===== config.mk =====
export PLATFORM = sky130hd
export DESIGN_NAME = sdlm_div
export DESIGN_NICKNAME = d
export VERILOG_FILES = /design/src/sv/sdlm_pkg.sv /design/src/sv/sdlm_div.sv
export SDC_FILE = /design/constraint.sdc
export NUM_CORES = 1
export LEC_CHECK = 0
export BUFFER_PORTS_ARGS = -buffer_cell sky130_fd_sc_hd__buf_2
export CAP_MARGIN = 20
export CELL_PAD_IN_SITES_DETAIL_PLACEMENT = 0
export CELL_PAD_IN_SITES_GLOBAL_PLACEMENT = 1
export CORE_ASPECT_RATIO = 1.5
export CORE_UTILIZATION = 40
export DETAILED_ROUTE_END_ITERATION = 10
export PLACE_DENSITY = 0.89
export SYNTH_ARGS = -nofsm -noshare
export SYNTH_HDL_FRONTEND = slang
export SYNTH_SLANG_ARGS = --single-unit

===== constraint.sdc =====
create_clock -name i_clk -period 4.4 [get_ports i_clk]
set_input_delay 0.88 -clock i_clk [delete_from_list [all_inputs] [get_ports i_clk]]
set_output_delay 0.88 -clock i_clk [all_outputs]
set_load 0.02 [all_outputs]

===== src/sv/sdlm_pkg.sv =====
// Shared types and constants for the batch weight update core.
`default_nettype none
package sdlm_pkg;
    localparam int IDX_W = 12;
    localparam int SUM_W = 48;
    localparam int CFG_IDX_W = 3;
    localparam logic [CFG_IDX_W-1:0] REG_MODE = 3'd0;
    localparam logic [CFG_IDX_W-1:0] REG_LR = 3'd1;
    localparam logic [CFG_IDX_W-1:0] REG_GAMMA = 3'd2;
    localparam logic [CFG_IDX_W-1:0] REG_MU = 3'd3;
    localparam logic [CFG_IDX_W-1:0] REG_BATCH = 3'd4;
    localparam logic [16:0] GAMMA_ONE = 17'd65536;

    typedef struct packed {
        logic [IDX_W-1:0]  element_index;
        logic signed [31:0] gradient;
        logic signed [31:0] hessian;
        logic               first_sample;
        logic               last_sample;
        logic signed [31:0] weight_in;
    } t_in_item;

    typedef struct packed {
        logic [IDX_W-1:0]  updated_index;
        logic signed [31:0] weight_out;
        logic               divisor_zero;
    } t_out_item;

    typedef struct packed {
        logic [CFG_IDX_W-1:0] index;
        logic [31:0]          data;
    } t_cfg_item;

    // Saturate a wide signed value to 32 bits.
    function automatic logic signed [31:0] sat32(input logic signed [95:0] v);
        logic signed [31:0] r;
        if (v > 96'sd2147483647) r = 32'sh7fffffff;
        else if (v < -96'sd2147483648) r = 32'sh80000000;
        else r = v[31:0];
        return r;
    endfunction
endpackage
`default_nettype wire


===== src/sv/sdlm_div.sv =====
// Restoring signed divider, one quotient bit per cycle, truncating toward zero.
`default_nettype none
module sdlm_div (
    input  wire logic               i_clk,
    input  wire logic               i_rst_n,
    input  wire logic               i_start,
    input  wire logic signed [63:0] i_num,
    input  wire logic signed [63:0] i_den,
    output logic                    o_done,
    output logic signed [63:0]      o_quo
);
    import sdlm_pkg::*;

    logic        r_busy;
    logic [6:0]  r_cnt;
    logic [63:0] r_q;
    logic [63:0] r_den;
    logic [64:0] r_rem;
    logic        r_neg;
    logic [64:0] n_rem;
    logic [64:0] n_trial;

    // Shift in one numerator bit and try a subtract.
    always_comb begin
        n_rem   = {r_rem[63:0], r_q[63]};
        n_trial = n_rem - {1'b0, r_den};
    end

    always_ff @(posedge i_clk) begin
        if (!i_rst_n) begin
            r_busy <= 1'b0;
            o_done <= 1'b0;
        end else begin
            o_done <= 1'b0;
            if (i_start) begin
                r_busy <= 1'b1;
                r_cnt  <= 7'd0;
            end else if (r_busy) begin
                r_cnt <= r_cnt + 7'd1;
                if (r_cnt == 7'd63) begin
                    r_busy <= 1'b0;
                    o_done <= 1'b1;
                end
            end
        end
    end

    always_ff @(posedge i_clk) begin
        if (i_start) begin
            r_q   <= i_num[63] ? 64'(-i_num) : i_num;
            r_den <= i_den[63] ? 64'(-i_den) : i_den;
            r_neg <= i_num[63] ^ i_den[63];
            r_rem <= '0;
        end else if (r_busy) begin
            if (!n_trial[64]) begin
                r_rem <= n_trial;
                r_q   <= {r_q[62:0], 1'b1};
            end else begin
                r_rem <= n_rem;
                r_q   <= {r_q[62:0], 1'b0};
            end
        end
    end

    assign o_quo = r_neg ? 64'(-r_q) : r_q;
endmodule
`default_nettype wire


**After elaboration in Yosys (flattened, before gate mapping)**

Cells that the tools add are included.

- Bits of input ports: 131
- Output and inout port bits: 65
- Flip-flop bits (word level): 202
- Logic and storage cells: 32

- Reductions and logical operators: 3
- $add $sub $neg: 5
- Mux-type cells: 12
- Bitwise gates (word level): 3
- Eq/ne operators: 1

Operator list:

| cell | count |
|---|---|
| $mux 64 | 5 |
| $neg 64->64 | 3 |
| $sub 65x64->65 | 1 |
| $mux 63 | 1 |
| $add 7x1->7 const B | 1 |
| $eq 7x6->1 const B | 1 |
| $mux 7 | 1 |
| $mux 1 | 5 |
| $reduce_or 3->1 | 1 |
| $not 1->1 | 2 |
| $reduce_and 2->1 | 1 |
| $reduce_bool 2->1 | 1 |
| $xor 1x1->1 | 1 |

**Logic depth before layout (Yosys ltp)**

- Word-level depth: 4
- Depth in mapped cells: 14

**Worst setup path after synthesis**

No wires, ideal clock.

- Path kind: reg2out
- Start: register r_q[6]
- End: output port o_quo[55]
- Arrival: 3,745 ps
- Path buffers: 2
- Path slack: -225 ps
- Cell stages (with the launch flop): 13
- Cells stage by stage: edfxtp_1 > or4_4 > or4_1 > buf_2 > nor3_2 > nand3_2 > or2_4 > or3_4 > or4_4 > or3_1 > buf_6 > o31ai_4 > xnor2_1

- Cells in the longest elaborated chain, start to end: 2

RTL lines:

| item | line | RTL |
|---|---|---|
| from (decl) | sdlm_div.sv:16 | `logic [63:0] r_q;` |
| from (signal assigned) | sdlm_div.sv:50 | `r_q <= i_num[63] ? 64'(-i_num) : i_num;` |
| from (signal assigned) | sdlm_div.sv:57 | `r_q <= {r_q[62:0], 1'b1};` |
| from (signal assigned) | sdlm_div.sv:60 | `r_q <= {r_q[62:0], 1'b0};` |
| $neg 64->64 | sdlm_div.sv:65 | `assign o_quo = r_neg ? 64'(-r_q) : r_q;` |
| $mux 64 | sdlm_div.sv:65 |  |
| to (decl) | sdlm_div.sv:10 | `output logic signed [63:0] o_quo` |

Every way passes these cells.

**Worst setup path in the final report**

- Start: register r_q[6]
- End: output port o_quo[63]

Same word-level chain as after synthesis.

==> Implementation_results.wiki <==
{| class="wikitable"
! Metric !! Value
|-
| Wire length per cell after detailed routing || 17.34 um
|-
| Via count || 14306
|-
| Worst slew margin || 36.58%
|-
| Cell Area, Synth || 0.01568 mm2
|-
| Cell Count, Final, Fillers Out || 2550
|-
| Commonest non-fill, non-tap cell in the layout || sky130_fd_sc_hd__buf_2
|-
| Global-route total usage across every layer || 21.89%
|-
| Result of the run || finished, violations left
|-
| Element type at the critical path end || primary output
|-
| Post-DP HPWL || 34.00 mm
|-
| Post-synthesis async set-or-reset flop share || 0%
|-
| Number of antenna violations at the first check in global routing || 2
|-
| Highest-count cells in the layout ignoring fill and taps || sky130_fd_sc_hd__buf_2 (180), sky130_fd_sc_hd__nor2_1 (171), sky130_fd_sc_hd__xnor2_1 (158)
|-
| Number of nets produced by synthesis || 2026
|-
| Required time of the critical path || 3520 ps
|-
| Layout Skew || 15.98 ps
|-
| Horizontal extent of the die || 163.7 um
|-
| Signed area change from the synthesized netlist to the final layout || 18.80%
|-
| Length in cells of the worst reg-to-reg path || 15
|-
| Worst path slowest cell || sky130_fd_sc_hd__or4_4
|-
| Layout cell share with drive strength beyond 1 || 17.81%
|-
| Fraction of the cycle the final worst path needs || 117.1%
|-
| Post-Syn Instances || 1826
|-
| Yosys synthesis warning count || 0
|-
| Layout Nets || 2239
|-
| Routability-driven placement congestion ratio || 0.9150
|-
| Overall power consumption || 6.240 mW
|-
| Violations in the final reports || negative setup slack
|-
| Routed WL || 44.23 mm
|-
| Post-layout minimum cycle time || 5153 ps
|-
| Initial Util || 40.69%
|-
| Critical path peak fanout || 3
|-
| Post-Synthesis Mean Instance Area || 8.587 um2
|-
| Post-route worst setup slack || -753.3 ps
|-
| Setup violations, final || 25
|-
| Deepest clock path buffer count || 3
|-
| Destination of the worst register-to-register timing path || r_rem[57]
|-
| Longest individual stage delay on the worst path || 540 ps
|-
| Most frequently used flop master after synthesis || sky130_fd_sc_hd__edfxtp_1
|-
| Number of DRC markers in iteration 0 || 745
|-
| Maximum number of pins on one net before global-route repair || 112
|-
| Total gr overflow || 0
|-
| Clock tree from TritonCTS || built
|-
| Antenna fix cells || 0
|-
| Number of unique standard cell types used by synthesis || 69
|-
| Core region area || 0.03854 mm2
|-
| Endpoint arrival time on the critical path || 4270 ps
|-
| Final Core Density || 48.34%
|-
| Die outline height || 244.5 um
|-
| Max_cap viols || 0
|-
| Reg-to-reg critical path startpoint || r_q[63]
|-
| Worst Max-Slew Pin Slew || 951.2 ps
|-
| Type of the setup path with the least slack || flip-flop to primary output
|-
| Number of levels in the clock H-tree || 1
|-
| Number of global-route vias before repair || 14055
|-
| Worst Hold Path EP || r_rem[41]
|-
| Clk_lat worst skew || 530 ps
|-
| Pre-antenna DRT Iters || 5
|-
| Hold_ws || 503.0 ps
|-
| # placed instances || 2503
|-
| Number of failing hold endpoints at the final stage || 0
|-
| Standard-cell row count || 88
|-
| Quantity of I/O buffers inserted on ports || 195
|-
| Static Leak || 7.234 nW
|-
| Critical Path Start Type || flip-flop
|-
| Clock slew seen by the registers of the worst setup and hold paths || 60 ps
|-
| F_max || 194.1 MHz
|-
| Count of unresolved DRC violations after routing || 0
|-
| Pins Over Slew Limit || 0
|-
| Filler cell count || 3769
|-
| Overall die area || 0.04001 mm2
|-
| CTS Root Cell || sky130_fd_sc_hd__clkbuf_16
|-
| Power density of the placed cells || 335.0 mW/mm2
|-
| Via-per-instance ratio || 5.610
|-
| Setup repair after global routing missed its margin || yes
|-
| Sinks on the clock net || 202
|-
| Number of buffers created by CTS || 22
|-
| Most frequent CP cell || sky130_fd_sc_hd__or4_4
|-
| Wire length of the first global-routing pass || 70.89 mm
|-
| Part of the Yosys area used for sequential elements || 34.47%
|-
| Count of antenna-violating nets left after detailed routing || 0
|-
| Type of the worst min-delay path || flip-flop to flip-flop
|-
| Synth Register Bits || 202
|-
| Dpl ws || -350.6 ps
|-
| Cell count of the worst hold path || 2
|-
| Hold path startpoint || r_rem[41]
|-
| I/O pins || 196
|-
| Crit-path cells || or4_4 -> or4_4 -> nor3_4 -> nand3_2 -> or2_4 -> or3_4 -> or4_4 -> or3_4 -> buf_6 -> o31ai_4 -> xnor2_2 -> buf_4
|-
| Number of enable flip-flop cells after synthesis || 136
|-
| Worst voltage drop across the vdd grid || 214.7 uV
|-
| Worst reg-to-reg setup slack || 460 ps
|}
==> cell families (layout without fill, tap and decap cells) <==
| logic type | after synthesis | count (layout) | share of synthesized area (%) |
|---|---|---|---|
| buffers and inverters | 196 | 425 | 4.788 |
| adder cells (fa/ha/maj) | 69 | 69 | 5.554 |
| AO/OA/AOI/OAI | 528 | 528 | 21.44 |
| multiplexers | 49 | 49 | 3.144 |
| AND/OR/NAND/NOR | 533 | 533 | 16.69 |
| XOR/XNOR | 249 | 249 | 13.91 |
| flip-flops | 202 | 202 | 34.47 |
==> repair_timing <==
item                                    4_1_cts  5_1_grt
hold buffers                                  0        0
endpoints found under the hold margin         0        0
pin swaps                                     8       10
gates cloned                                  0        0
setup buffers                                 4        4
gates resized for setup                      21       18
endpoints found under the setup margin       23       27
==> Yosys cell counts, types with 4 or more instances <==
master / instances / share of area [%]
sky130_fd_sc_hd__o31ai_4: 4 / 0.54
sky130_fd_sc_hd__nor4_1: 16 / 0.64
sky130_fd_sc_hd__mux2i_1: 47 / 3.0
sky130_fd_sc_hd__clkbuf_1: 90 / 2.2
sky130_fd_sc_hd__dfxtp_1: 66 / 8.4
sky130_fd_sc_hd__o41ai_1: 19 / 1.1
sky130_fd_sc_hd__a22oi_1: 6 / 0.29
sky130_fd_sc_hd__o21ai_0: 124 / 4.0
sky130_fd_sc_hd__nor2_1: 171 / 4.1
sky130_fd_sc_hd__ha_1: 68 / 5.4
sky130_fd_sc_hd__a21o_1: 26 / 1.2
sky130_fd_sc_hd__a31oi_1: 18 / 0.72
sky130_fd_sc_hd__or2_2: 9 / 0.36
sky130_fd_sc_hd__o22ai_1: 9 / 0.36
sky130_fd_sc_hd__a211oi_1: 49 / 2.3
sky130_fd_sc_hd__and2_1: 5 / 0.20
sky130_fd_sc_hd__nand3_1: 22 / 0.70
sky130_fd_sc_hd__nor2b_1: 20 / 0.80
sky130_fd_sc_hd__a21oi_1: 152 / 4.9
sky130_fd_sc_hd__o21a_1: 9 / 0.43
sky130_fd_sc_hd__or4_1: 26 / 1.2
sky130_fd_sc_hd__a21boi_0: 4 / 0.19
sky130_fd_sc_hd__or3_1: 33 / 1.3
sky130_fd_sc_hd__nand2_1: 125 / 3.0
sky130_fd_sc_hd__inv_1: 100 / 2.4
sky130_fd_sc_hd__xnor2_1: 165 / 9.2
sky130_fd_sc_hd__xor2_1: 84 / 4.7
sky130_fd_sc_hd__a221oi_1: 4 / 0.22
sky130_fd_sc_hd__nor3_1: 31 / 0.99
sky130_fd_sc_hd__o31ai_1: 56 / 2.7
sky130_fd_sc_hd__o21bai_1: 17 / 0.81
sky130_fd_sc_hd__edfxtp_1: 136 / 26
sky130_fd_sc_hd__nand4_1: 28 / 1.1
sky130_fd_sc_hd__nand2b_1: 24 / 0.96
sky130_fd_sc_hd__o211ai_1: 7 / 0.34
==> power breakdown <==
group          switching [mW]  internal, mW  total (mW)
Combinational            1.13         0.758        1.89
Clock                   0.802          1.17        1.98
Sequential              0.138          2.24        2.38
Total                    2.07          4.17        6.24
==> worst max-delay path: cells and delay by family (launching register included) <==
family / cells / cell delay (ps)
xor gates and xnor gates: 1 / 140
AOI/OAI and AO/OA: 1 / 200
buffers and inverters: 2 / 310
DFF: 1 / 390
and+or+nand+nor: 8 / 2690
==> per-stage QoR <==
stage	cell area [um2]	setup TNS (ps)
2_1_floorplan	15760	-968.2
3_3_place_gp	17640	-1989
3_5_place_dp	17640	-2683
4_1_cts	18540	-10490
5_1_grt	18630	-15580
6_report	18630	-11800
==> how the worst max path moves through the flow <==
stage            from        end  slack, ps  cells after the start
4_1_cts        r_q[6]  o_quo[63]       -780                     12
5_1_grt        r_q[6]  o_quo[59]       -880                     12
3_5_place_dp   r_q[6]  o_quo[57]       -350                     12
2_1_floorplan  r_q[6]  o_quo[55]       -180                     12
3_3_place_gp   r_q[6]  o_quo[57]       -330                     12
6_report       r_q[6]  o_quo[63]       -750                     12
==> final cells by class <==
type / instances / area (um2) / share of cell area (%)
flip-flops and latches: 202 / 5406 / 29.02
clock buffers: 30 / 661.9 / 3.553
repair buffers: 285 / 1763 / 9.464
inverters: 100 / 375.4 / 2.015
well taps: 495 / 619.3 / 3.325
clock inverters: 10 / 110.1 / 0.5911
multi-input cells: 1428 / 9692 / 52.03
==> state kept, by name (all words and copies together), names as in the netlist <==
name    cells
r_den      64
r_q        64
r_rem      64
r_cnt       7
o_done      1
r_busy      1
r_neg       1
==> metal layers <==
metal / global-route usage (%) / routed length (um)
met5: 0 / 13
met4: 9.559 / 1931
met3: 2.001 / 1770
met2: 41.60 / 23280
met1: 24.20 / 17230
Note: power is estimated with default switching activity, not from simulation.
